### src/rtl/assert_macros.svh
// assertion macros shared by the rtl
`ifndef ASSERT_MACROS_SVH
`define ASSERT_MACROS_SVH
`ifndef ASSERT_OFF
`define ASSERT_IMPLIES(label, clk, rst_n, ante, cons) \
  label: assert property (@(posedge clk) disable iff (!rst_n) (ante) |-> (cons)) \
    else $error("implication failed");
`define ASSERT_NEVER(label, clk, rst_n, cond) \
  label: assert property (@(posedge clk) disable iff (!rst_n) !(cond)) \
    else $error("forbidden condition seen");
`else
`define ASSERT_IMPLIES(label, clk, rst_n, ante, cons)
`define ASSERT_NEVER(label, clk, rst_n, cond)
`endif
`endif

### src/rtl/gbhs_pkg.sv
package gbhs_pkg;

  localparam int unsigned HeightBits      = 24;
  localparam int unsigned CoordBits       = 32;
  localparam int unsigned CellSizeBits    = 24;
  localparam int unsigned DimBits         = 9;
  localparam int unsigned MaxColumns      = 256;
  localparam int unsigned MaxRows         = 256;
  localparam int unsigned ColBits         = $clog2(MaxColumns);
  localparam int unsigned RowBits         = $clog2(MaxRows);
  localparam int unsigned IndexBits       = 16;
  localparam int unsigned GridDepth       = 1 << IndexBits;
  localparam int unsigned FracBits        = 16;
  localparam int unsigned WeightBits      = FracBits + 1;
  localparam int unsigned QuotBits        = CoordBits + FracBits;
  localparam int unsigned DivStepsPerStage = 4;
  localparam int unsigned DivStages       = QuotBits / DivStepsPerStage;
  localparam int unsigned Latency         = DivStages + 8;
  localparam int unsigned CfgIndexBits    = 3;
  localparam int unsigned CfgDataBits     = 32;
  localparam int unsigned ProdBits        = HeightBits + WeightBits + 1;
  localparam int unsigned SumBits         = ProdBits + 1;
  localparam int unsigned MulBits         = SumBits + WeightBits + 1;
  localparam int unsigned NumBits         = MulBits + 1;
  localparam int unsigned RoundShift      = 2 * FracBits;

  localparam logic [HeightBits-1:0] NoDataReset = {1'b1, {(HeightBits-1){1'b0}}};

  typedef enum logic [CfgIndexBits-1:0] {
    CfgOriginEast  = 3'd0,
    CfgOriginNorth = 3'd1,
    CfgCellSize    = 3'd2,
    CfgGridColumns = 3'd3,
    CfgGridRows    = 3'd4,
    CfgNoData      = 3'd5
  } cfg_idx_e;

  typedef struct packed {
    logic                  valid;
    logic                  action;
    logic [IndexBits-1:0]  idx;
    logic [HeightBits-1:0] hgt;
    logic                  fail;
  } item_t;

  typedef struct packed {
    logic [CellSizeBits-1:0] rem;
    logic [QuotBits-1:0]     num;
  } div_t;

endpackage

### src/rtl/gbhs_div_stage.sv
module gbhs_div_stage import gbhs_pkg::*; (
  input  logic                    clk_i,
  input  logic                    rst_ni,
  input  logic [CellSizeBits-1:0] divisor_i,
  input  item_t                   item_i,
  input  div_t                    east_i,
  input  div_t                    north_i,
  output item_t                   item_o,
  output div_t                    east_o,
  output div_t                    north_o
);

  // restoring division, four quotient bits per stage
  function automatic div_t div_steps(div_t a, logic [CellSizeBits-1:0] dv);
    div_t                  r;
    logic [CellSizeBits:0] t;
    r = a;
    for (int i = 0; i < DivStepsPerStage; i++) begin
      t = {r.rem, r.num[QuotBits-1]};
      if (t >= {1'b0, dv}) begin
        t     = t - {1'b0, dv};
        r.num = {r.num[QuotBits-2:0], 1'b1};
      end else begin
        r.num = {r.num[QuotBits-2:0], 1'b0};
      end
      r.rem = t[CellSizeBits-1:0];
    end
    return r;
  endfunction

  item_t item_q;
  div_t  east_q, north_q;

  always_ff @(posedge clk_i or negedge rst_ni) begin
    if (!rst_ni) begin
      item_q <= '0;
    end else begin
      item_q <= item_i;
    end
  end

  always_ff @(posedge clk_i) begin
    east_q  <= div_steps(east_i, divisor_i);
    north_q <= div_steps(north_i, divisor_i);
  end

  assign item_o  = item_q;
  assign east_o  = east_q;
  assign north_o = north_q;

endmodule

### config.mk
export PLATFORM = sky130hd
export DESIGN_NAME = gbhs_div_stage
export DESIGN_NICKNAME = d
export VERILOG_FILES = /design/src/rtl/assert_macros.svh /design/src/rtl/gbhs_pkg.sv /design/src/rtl/gbhs_div_stage.sv
export SDC_FILE = /design/constraint.sdc
export NUM_CORES = 1
export LEC_CHECK = 0
export BUFFER_PORTS_ARGS = -buffer_cell sky130_fd_sc_hd__buf_4
export CAP_MARGIN = 20
export CORE_MARGIN = 2
export CORE_UTILIZATION = 45
export CTS_BUF_LIST = sky130_fd_sc_hd__clkbuf_16
export DETAILED_ROUTE_END_ITERATION = 10
export GPL_ROUTABILITY_DRIVEN = 0
export GPL_TIMING_DRIVEN = 0
export PLACE_DENSITY = 0.66
export SLEW_MARGIN = 10
export SYNTH_ARGS = -nofsm -noshare
export SYNTH_HDL_FRONTEND = slang
export SYNTH_SLANG_ARGS = --single-unit
### constraint.sdc
create_clock -name clk_i -period 0.8 [get_ports clk_i]
set_input_delay 0.12 -clock clk_i [delete_from_list [all_inputs] [get_ports clk_i]]
set_output_delay 0.12 -clock clk_i [all_outputs]
set_load 0.03 [all_outputs]
Word-level counts from Yosys, hierarchy flattened
Index checks and enable logic that the tools add are counted.

storage, ports and cells
  memories kept = 0
  input port bits = 213
  register bits after elaboration = 187
  ROM bits = 0
  output and inout port bits = 187
  latch bits = 0
  memory bits (writable) = 0

cells by class
  reductions and logical operators = 0
  equality and inequality tests = 0
  divide/modulo/power cells = 0
  multiplexer cells = 16
  bitwise operators = 0
  magnitude comparators = 8
  shifts and indexed selects = 0
  add/sub/neg operators = 8
  multiply operators = 0

operators with widths
  cell            number
  $ge 25x24->1    8
  $mux 24         8
  $sub 24x24->24  8
  $mux 1          8

Logic depth before layout (Yosys ltp)
Gate-level depths: netlist of the first run.

  depth after elaboration = 8
  mapped depth = 54

Least setup slack after synthesis of the first run
No wires, ideal clock.

  path type = input port to flip-flop
  start = input port divisor_i[1]
  end = register north_q (netlist bit north_o[63])
  data arrival time = 10.301 ns
  stages = 51
  setup time = 0.123 ns
  required time = 0.677 ns
  setup slack = -9.624 ns
  buffers on the path = 6
  cells stage by stage = inv_1 > ha_1 > nor2b_1 > o21ai_0 > a21boi_1 > nor3_1 > o21a_1 > o211ai_4 > clkbuf_1 > o21ai_0 > inv_1 > ha_1 > nor2b_1 > o31a_1 > o31a_1 > o22ai_2 > o21ai_1 > o2111ai_1 > [... 15 more ...] > o211ai_4 > buf_4 > buf_2 > a21oi_1 > ha_1 > nor2b_1 > o31a_1 > o21ai_1 > a211o_1 > nand2_1 > nor3_1 > o211ai_1 > o211a_1 > a2111oi_0 > o21ai_0 > a211oi_4 > buf_6 > mux2_1

between the ends
  longest elaborated chain between the ends = 8
  elaborated cells on any way between the ends = 12
  those cells by class = add/sub: 4; order compare: 4; mux: 4

RTL lines
  what                                            RTL line                                    text
  start, declared                                 gbhs_div_stage.sv:4                         input logic [CellSizeBits-1:0] divisor_i,
  $sub 24x24->24 or $ge 25x24->1 (tied branches)  gbhs_div_stage.sv:21, gbhs_div_stage.sv:20
  $mux 24                                         gbhs_div_stage.sv:20                        if (t >= {1'b0, dv}) begin
  $sub 24x24->24 or $ge 25x24->1 (tied branches)  gbhs_div_stage.sv:21, gbhs_div_stage.sv:20
  $mux 24                                         gbhs_div_stage.sv:20
  $sub 24x24->24 or $ge 25x24->1 (tied branches)  gbhs_div_stage.sv:21, gbhs_div_stage.sv:20
  $mux 24                                         gbhs_div_stage.sv:20
  $sub 24x24->24 or $ge 25x24->1 (tied branches)  gbhs_div_stage.sv:21, gbhs_div_stage.sv:20
  $mux 24 (*)                                     gbhs_div_stage.sv:20
  end signal, assigned                            gbhs_div_stage.sv:44                        north_q <= div_steps(north_i, divisor_i);
  end, declared                                   gbhs_div_stage.sv:32                        div_t east_q, north_q;

Every way passes the cells marked *; elsewhere a longest branch is shown, timed or not.

Worst setup path in the final report of the first run
  start = input port divisor_i[1]
  end = register east_q (netlist bit east_o[56])

between the ends
  longest elaborated chain between the ends = 8
  elaborated cells on any way between the ends = 12
  those cells by class = add/sub: 4; order compare: 4; mux: 4

RTL lines
  what                                            RTL line                                    text
  $sub 24x24->24 or $ge 25x24->1 (tied branches)  gbhs_div_stage.sv:21, gbhs_div_stage.sv:20
  $mux 24                                         gbhs_div_stage.sv:20
  $sub 24x24->24 or $ge 25x24->1 (tied branches)  gbhs_div_stage.sv:21, gbhs_div_stage.sv:20
  $mux 24                                         gbhs_div_stage.sv:20
  $sub 24x24->24 or $ge 25x24->1 (tied branches)  gbhs_div_stage.sv:21, gbhs_div_stage.sv:20
  $mux 24                                         gbhs_div_stage.sv:20
  $sub 24x24->24 or $ge 25x24->1 (tied branches)  gbhs_div_stage.sv:21, gbhs_div_stage.sv:20
  $mux 24 (*)                                     gbhs_div_stage.sv:20
  end signal, assigned                            gbhs_div_stage.sv:43                        east_q <= div_steps(east_i, divisor_i);
  end, declared                                   gbhs_div_stage.sv:32

Marked as above.

==> impl_results.rst, run 1 <==
.. list-table::
   :header-rows: 1

   * - Metric
     - Value
   * - Leading cell type in the layout, fill and taps excluded
     - sky130_fd_sc_hd__buf_4
   * - Count of buffers from port buffering
     - about 400
   * - Total die area
     - approximately 35000 um2
   * - Data arrival, critical path
     - 9.93 ns
   * - Grt ovf
     - 0
   * - Initial antenna violation count
     - 0
   * - Routed length per instance
     - between 20 and 25 um
   * - Sum of routed wire length over all layers
     - 69.0 mm
   * - Effective utilization at floorplan
     - between 40% and 50%
   * - Die boundary width
     - about 190 um
   * - Clock slew at the register clock pins of the worst setup and hold paths
     - around 0.080 ns
   * - Area grow syn2layout
     - 71.5%
   * - DIE HEIGHT
     - 188 um
   * - Final routed DRC violation total
     - 0
   * - Post-synth ARST share
     - between 20% and 30%
   * - Register area share after synthesis
     - around a quarter
   * - Synthesized instance count
     - about 1700
   * - Overall power after layout
     - ~130000 uW
   * - Number of distinct library cells after synthesis
     - 81
   * - Violations in the final reports
     - setup timing
   * - Most frequent cells in the layout
     - sky130_fd_sc_hd__buf_4, sky130_fd_sc_hd__buf_6, sky130_fd_sc_hd__a21oi_1
   * - Clock tree from TritonCTS
     - yes
   * - Cell taking the most area after synthesis
     - sky130_fd_sc_hd__dfxtp_1
   * - RSZ-0062 raised after global routing
     - true
   * - Post-synthesis register bit count
     - 187
   * - Avg Synthesized Cell Area
     - 8.80 um2
   * - Number of filler cells placed in the layout
     - about 2100
   * - Critical path launch point
     - divisor_i[1]
   * - Clk root buf
     - sky130_fd_sc_hd__clkbuf_16
   * - Largest cells by area after synthesis
     - sky130_fd_sc_hd__dfxtp_1, sky130_fd_sc_hd__ha_1, sky130_fd_sc_hd__mux2_2
   * - Detailed-route via count
     - approximately 17000
   * - Master of the slowest instance on the critical path
     - sky130_fd_sc_hd__nor4_4
   * - Total power per unit cell area
     - ~5000 nW/um2
   * - Vias in the first global route
     - ~17000
   * - Row count
     - 67
   * - Worst Path Max Fanout
     - 6
   * - Final worst path period need
     - 9.62 ns
   * - Outcome
     - finished, violations left
   * - Critical path's largest stage delay
     - around 0.4 ns
   * - EDFF count, synth
     - 0
   * - Startpoint-to-endpoint class of the critical path
     - primary input to register
   * - Clock buffer depth
     - 2
   * - Placed wire-length estimate after detailed placement
     - roughly 42 mm
   * - Category of the worst setup path capture point
     - register
   * - Final critical-path share of the clock period
     - 1200%
   * - Core Footprint
     - 33400 um2
   * - Static leakage
     - roughly 0.012 uW
   * - Total number of clock tree sinks
     - ~190
   * - Number of levels the H-tree was split into
     - 4
   * - Count of final max-slew check failures
     - 0
   * - Global Route Usage Sum
     - between 30% and 40%
   * - Setup Total Neg Slack
     - -501.19 ns
   * - Critical path startpoint category
     - primary input
   * - Final layout net count
     - roughly 2900
   * - I/O pins
     - 400
   * - Cell class contributing the biggest share of worst-path delay
     - compound AO/OA/AOI/OAI gates
   * - Synth warn
     - 0
   * - Count of final setup violators
     - ~240
   * - Buffers & Inverters on Critical Path
     - 9
   * - Final antenna-violating net count
     - 0
   * - Least setup slack across all paths after layout
     - -8.82 ns
   * - Largest vdd supply drop
     - 0.00405 V
   * - Tightest Pin Transition
     - approximately 0.57 ns
   * - Area share of the leading cell type in the synthesized netlist
     - between 10% and 20%
   * - Nets in the synthesized netlist
     - 2141
   * - Number of hold violations in the final report
     - 0
   * - Layout cell share with drive strength beyond 1
     - between 40% and 50%
   * - Worst EP required
     - about 1.1 ns
   * - CTS buffer count
     - 17
   * - Vias per Instance
     - 5.78
   * - Max_cap viols
     - 0
   * - Most frequently used flop master after synthesis
     - sky130_fd_sc_hd__dfxtp_1
   * - First drt pass iteration count
     - 7
   * - Cell area after synthesis
     - ~15000 um2
   * - Maximum frequency from static timing analysis
     - 104 MHz
   * - Wire length of the first global-routing pass
     - roughly 100 mm
   * - DRT iter0 DRCs
     - 1109
   * - HP Start
     - east_i[44]
   * - Worst min-delay path category
     - primary input to register
   * - Headroom to the max-slew limit
     - 61.8%
   * - Pin count of the biggest net entering global routing
     - 44
[cell families (layout without fill, tap and decap cells)]
| family | Yosys count | after routing | synth area share [%] |
|---|---|---|---|
| xor+xnor | 149 | 149 | 8.58 |
| flops | 187 | 187 | 26.0 |
| other cells | 0 | 1 | 0 |
| mux | 132 | 132 | 9.72 |
| compound gates | 530 | 530 | 22.4 |
| buf+inv | 119 | 905 | 3.24 |
| fa+ha+maj | 200 | 200 | 16.8 |
| simple gates | 411 | 411 | 13.2 |
[final timing paths]
path / endpoint / slack (ns) / depth (start not counted)
worst max-delay path: east_o[56] / -8.82 / 51
worst min-delay path: east_o[48] / 0.06 / 3
min in group asynchronous: item_o[26] / 0.24 / 2
max in group asynchronous: item_o[23] / 0.18 / 2
[Yosys cell counts (4+ instances only)]
library cell / n
sky130_fd_sc_hd__a2111oi_0: 6
sky130_fd_sc_hd__a211oi_1: 14
sky130_fd_sc_hd__a21boi_0: 5
sky130_fd_sc_hd__a21o_1: 69
sky130_fd_sc_hd__a21oi_1: 191
sky130_fd_sc_hd__a31o_2: 6
sky130_fd_sc_hd__a31oi_1: 13
sky130_fd_sc_hd__a41oi_1: 4
sky130_fd_sc_hd__and2_1: 9
sky130_fd_sc_hd__and3_1: 19
sky130_fd_sc_hd__and4_1: 6
sky130_fd_sc_hd__buf_2: 13
sky130_fd_sc_hd__clkbuf_1: 10
sky130_fd_sc_hd__dfrtp_1: 43
sky130_fd_sc_hd__dfxtp_1: 144
sky130_fd_sc_hd__fa_1: 8
sky130_fd_sc_hd__ha_1: 192
sky130_fd_sc_hd__inv_1: 88
sky130_fd_sc_hd__mux2_1: 18
sky130_fd_sc_hd__mux2_2: 108
sky130_fd_sc_hd__mux2i_1: 6
sky130_fd_sc_hd__nand2_1: 90
sky130_fd_sc_hd__nand2b_1: 18
sky130_fd_sc_hd__nand3_1: 34
sky130_fd_sc_hd__nand4_1: 22
sky130_fd_sc_hd__nor2_1: 120
sky130_fd_sc_hd__nor2b_1: 27
sky130_fd_sc_hd__nor3_1: 28
sky130_fd_sc_hd__nor4_1: 5
sky130_fd_sc_hd__o2111ai_1: 5
sky130_fd_sc_hd__o211ai_1: 9
sky130_fd_sc_hd__o21a_1: 26
sky130_fd_sc_hd__o21ai_0: 97
sky130_fd_sc_hd__o21ai_1: 5
sky130_fd_sc_hd__o21bai_1: 20
sky130_fd_sc_hd__o31a_1: 11
sky130_fd_sc_hd__o31ai_1: 8
sky130_fd_sc_hd__or2_2: 12
sky130_fd_sc_hd__or3_1: 11
sky130_fd_sc_hd__xnor2_1: 102
sky130_fd_sc_hd__xor2_1: 47
[state kept, by name, summed over array words and instances (netlist names)]
name,cells
item_o,43
north_o,72
east_o,72
[repair_timing]
item	4_1_cts	5_1_grt
setup endpoints to repair	243	243
pin swaps	77	116
gates cloned	6	1
setup buffers	164	69
hold buffers	133	0
gates resized for setup	585	137
hold endpoints to repair	175	0
[metal layers]
metal | part of all wire, % | routed length (um) | global-route usage, %
met5 | 0 | 0 | 0
met4 | 6.8 | 4670 | 22.9
met3 | 6.6 | 4550 | 7.73
met2 | 50 | 34800 | 65.8
met1 | 36 | 25000 | 39.2
[area by class of cell]
cell class / count / area, um2 / share of cell area, %
repair inverters: 1 / 6.26 / 0.0240
multi-input cells: 1422 / 12800 / 49.2
clock inverters: 15 / 140 / 0.537
inverters: 90 / 437 / 1.67
diodes: 1 / 2.50 / 0.00959
repair buffers: 761 / 7200 / 27.6
plain buffers: 21 / 334 / 1.28
flip-flops and latches: 187 / 4140 / 15.9
well taps: 448 / 561 / 2.15
clock buffers: 17 / 425 / 1.63
[report_power, final]
| group | leakage, uW | internal, uW | switching (uW) |
|---|---|---|---|
| logic | 0.00955 | 54100 | 53200 |
| clock network | 0.000282 | 4130 | 4410 |
| registers | 0.00172 | 12300 | 994 |
| total | 0.0115 | 70600 | 58600 |
[metrics by stage]
stage | hold slack, ns | instance area (um2) | utilization (%) | cells | worst slack [ns]
6_report | 0.0635 | 26100 | 78.0 | 2963 | -8.82
3_3_place_gp | 0.138 | 19400 | 57.9 | 2575 | -11.03
3_5_place_dp | 0.131 | 19400 | 57.9 | 2575 | -11.09
2_1_floorplan | -0.176 | 15800 | - | 1728 | -8.63
4_1_cts | 0.0274 | 25100 | 74.9 | 2906 | -8.83
5_1_grt | 0.0532 | 26100 | 78.0 | 2962 | -9.14
No activity file was read; power rests on OpenSTA's default activity.
==> run 2: changes to the inputs <==
--- a/config.mk
+++ b/config.mk
@@ -8,3 +8,3 @@
 export BUFFER_PORTS_ARGS = -buffer_cell sky130_fd_sc_hd__buf_4
-export CAP_MARGIN = 20
+export CAP_MARGIN = 10
 export CORE_MARGIN = 2
==> constraint.sdc (replaced) <==
create_clock -name clk_i -period 0.8 [get_ports clk_i]
set_input_delay 0.04 -clock clk_i [delete_from_list [all_inputs] [get_ports clk_i]]
set_output_delay 0.04 -clock clk_i [all_outputs]
set_load 0.03 [all_outputs]
==> impl_results.rst, run 2 (synthesis results as in run 1) <==
.. list-table::
   :header-rows: 1

   * - Metric
     - Value
   * - Outcome
     - finished, violations left
   * - Violations in the final reports
     - setup timing
   * - Combined area of the multi-input logic cells
     - ~13000 um2
   * - Final layout net count
     - between 2000 and 3000
   * - Count of buffers from port buffering
     - approximately 400
   * - Placed wire-length estimate after detailed placement
     - approximately 42 mm
   * - Layout cell share with drive strength beyond 1
     - ~50%
   * - Combinational Power Share
     - around 83%
   * - Maximum frequency from static timing analysis
     - ~100 MHz
   * - P_int
     - slightly above 70000 uW
   * - Total die area
     - 35300 um2
   * - Row count
     - 67
   * - DRT iter0 DRCs
     - between 1000 and 1500
   * - Effective utilization at floorplan
     - a little under half
   * - Headroom to the max-slew limit
     - between 60 and 70%
   * - Category of the worst setup path capture point
     - register
   * - Die boundary width
     - 188 um
   * - Portion of total power attributed to sequential cells
     - just over 10%
   * - Critical path startpoint category
     - primary input
   * - Number of hold violations in the final report
     - 0
   * - Critical path's largest stage delay
     - around 0.40 ns
   * - First drt pass iteration count
     - 5
   * - I/O pins
     - 400
   * - Clock tree from TritonCTS
     - yes
   * - DIE HEIGHT
     - roughly 190 um
   * - Least setup slack across all paths after layout
     - -8.76 ns
   * - Clock network fraction of design power
     - between 6 and 7%
   * - Master of the slowest instance on the critical path
     - sky130_fd_sc_hd__nor4_4
   * - Count of final setup violators
     - ~240
   * - RSZ-0062 raised after global routing
     - true
   * - Startpoint-to-endpoint class of the critical path
     - primary input to register
   * - Largest vdd supply drop
     - 0.00405 V
   * - Vias per Instance
     - between 5 and 6
   * - Total power per unit cell area
     - between 4000 and 5000 nW/um2
   * - Static leakage
     - 0.0115 uW
   * - Leading cell type in the layout, fill and taps excluded
     - sky130_fd_sc_hd__buf_4
   * - Share of total power consumed by net switching
     - about 45%
   * - Final standard cell area without fillers
     - between 20000 and 30000 um2
   * - Initial antenna violation count
     - 0
   * - Core Footprint
     - approximately 33000 um2
   * - Number of levels the H-tree was split into
     - 4
   * - Most frequent cells in the layout
     - sky130_fd_sc_hd__buf_4, sky130_fd_sc_hd__buf_6, sky130_fd_sc_hd__a21oi_1
   * - Sum of routed wire length over all layers
     - 69.2 mm
   * - CTS buffer count
     - 17
   * - Routed length per instance
     - ~23 um
   * - Overall power after layout
     - roughly 130000 uW
   * - Total cell area at the placement stage
     - 19400 um2
   * - Global Route Usage Sum
     - a little under two fifths
   * - Final worst path period need
     - ~9.6 ns
   * - Worst EP required
     - 1.13 ns
   * - Max_cap viols
     - 0
   * - Clock slew at the register clock pins of the worst setup and hold paths
     - 0.09 ns
   * - Switching power summed over all nets
     - just under 60000 uW
   * - Flip-flop and latch area
     - about 4100 um2
   * - Wire length of the first global-routing pass
     - roughly 100 mm
   * - Worst Path Max Fanout
     - 5
   * - Clk root buf
     - sky130_fd_sc_hd__clkbuf_16
   * - Final antenna-violating net count
     - 0
   * - Pin count of the biggest net entering global routing
     - 44
   * - Total number of clock tree sinks
     - about 190
   * - Number of filler cells placed in the layout
     - around 2100
   * - Clock buffer depth
     - 2
   * - Final critical-path share of the clock period
     - 1200%
   * - Count of final max-slew check failures
     - 0
   * - Diodes inserted
     - 0
   * - Data arrival, critical path
     - 9.90 ns
   * - Area grow syn2layout
     - 71.5%
   * - Vias in the first global route
     - ~17000
   * - Tightest Pin Transition
     - about 0.57 ns
   * - Hold Slack
     - ~0.061 ns
   * - Layout Utilization
     - between 70 and 80%
   * - Final routed DRC violation total
     - 0
   * - Setup Total Neg Slack
     - -482.97 ns
   * - Worst min-delay path category
     - primary input to register
   * - Grt ovf
     - 0
   * - Detailed-route via count
     - 17134
[run 2: changes by cell type in the layout (fill, tap and decap cells not counted)]
cell                            before  now
sky130_fd_sc_hd__diode_2             1    0
sky130_fd_sc_hd__dlygate4sd3_1     133  134
[run 2: area by class of cell]
cell class | count | share of cell area (%)
inverter | 90 | 1.67
clock buffer | 17 | 1.63
timing repair inverter | 1 | 0.0240
clock inverter | 15 | 0.537
timing repair buffer | 762 | 27.6
tap | 448 | 2.15
sequential | 187 | 15.9
buffer | 21 | 1.28
multi-input combinational | 1422 | 49.2
[run 2: worst max-delay path, delay by kind of cell]
family	cells	cell delay (ns)
AOI/OAI and AO/OA	25	4.89
and+or+nand+nor	8	1.36
muxes	4	1.25
buffers and inverters	9	1.23
adders and majority gates	4	0.93
xor gates and xnor gates	1	0.15
[run 2: timing repair]
item                       in CTS  in global routing
hold buffers                  134                  0
resized for setup             585                137
setup endpoints to repair     243                243
gates cloned                    6                  1
pin swaps                      77                116
setup buffers                 164                 69
hold endpoints to repair      176                  0
[run 2: final timing paths]
path / startpoint / endpoint / cells after the start
hold / removal: north_i[44] / north_o[48] / 4
setup / recovery: divisor_i[1] / east_o[71] / 51
max in group asynchronous: rst_ni / item_o[40] / 2
min in group asynchronous: rst_ni / item_o[26] / 2
[run 2: through the flow]
stage	cells	setup slack, ns
2_1_floorplan	1728	-8.55
3_3_place_gp	2575	-10.95
3_5_place_dp	2575	-11.01
4_1_cts	2907	-8.75
5_1_grt	2963	-9.06
6_report	2963	-8.76
[run 2: power groups by stage]
stage | clock network (uW) | registers (uW) | logic [uW]
finish | 8560 | 13300 | 108000
CTS | 8380 | 13200 | 96300
floorplan | 0 | 16200 | 58500
global route | 8980 | 13400 | 113000
global placement | 0 | 12500 | 75200
detailed placement | 0 | 12500 | 76300
[run 2: routing by layer]
metal,wire length [um],vias up,GRT usage [%]
met4,4650,0,22.9
met5,0,-,0
met1,25200,8225,39.3
met2,34900,785,65.9
li1,-,7883,-
met3,4540,241,7.73
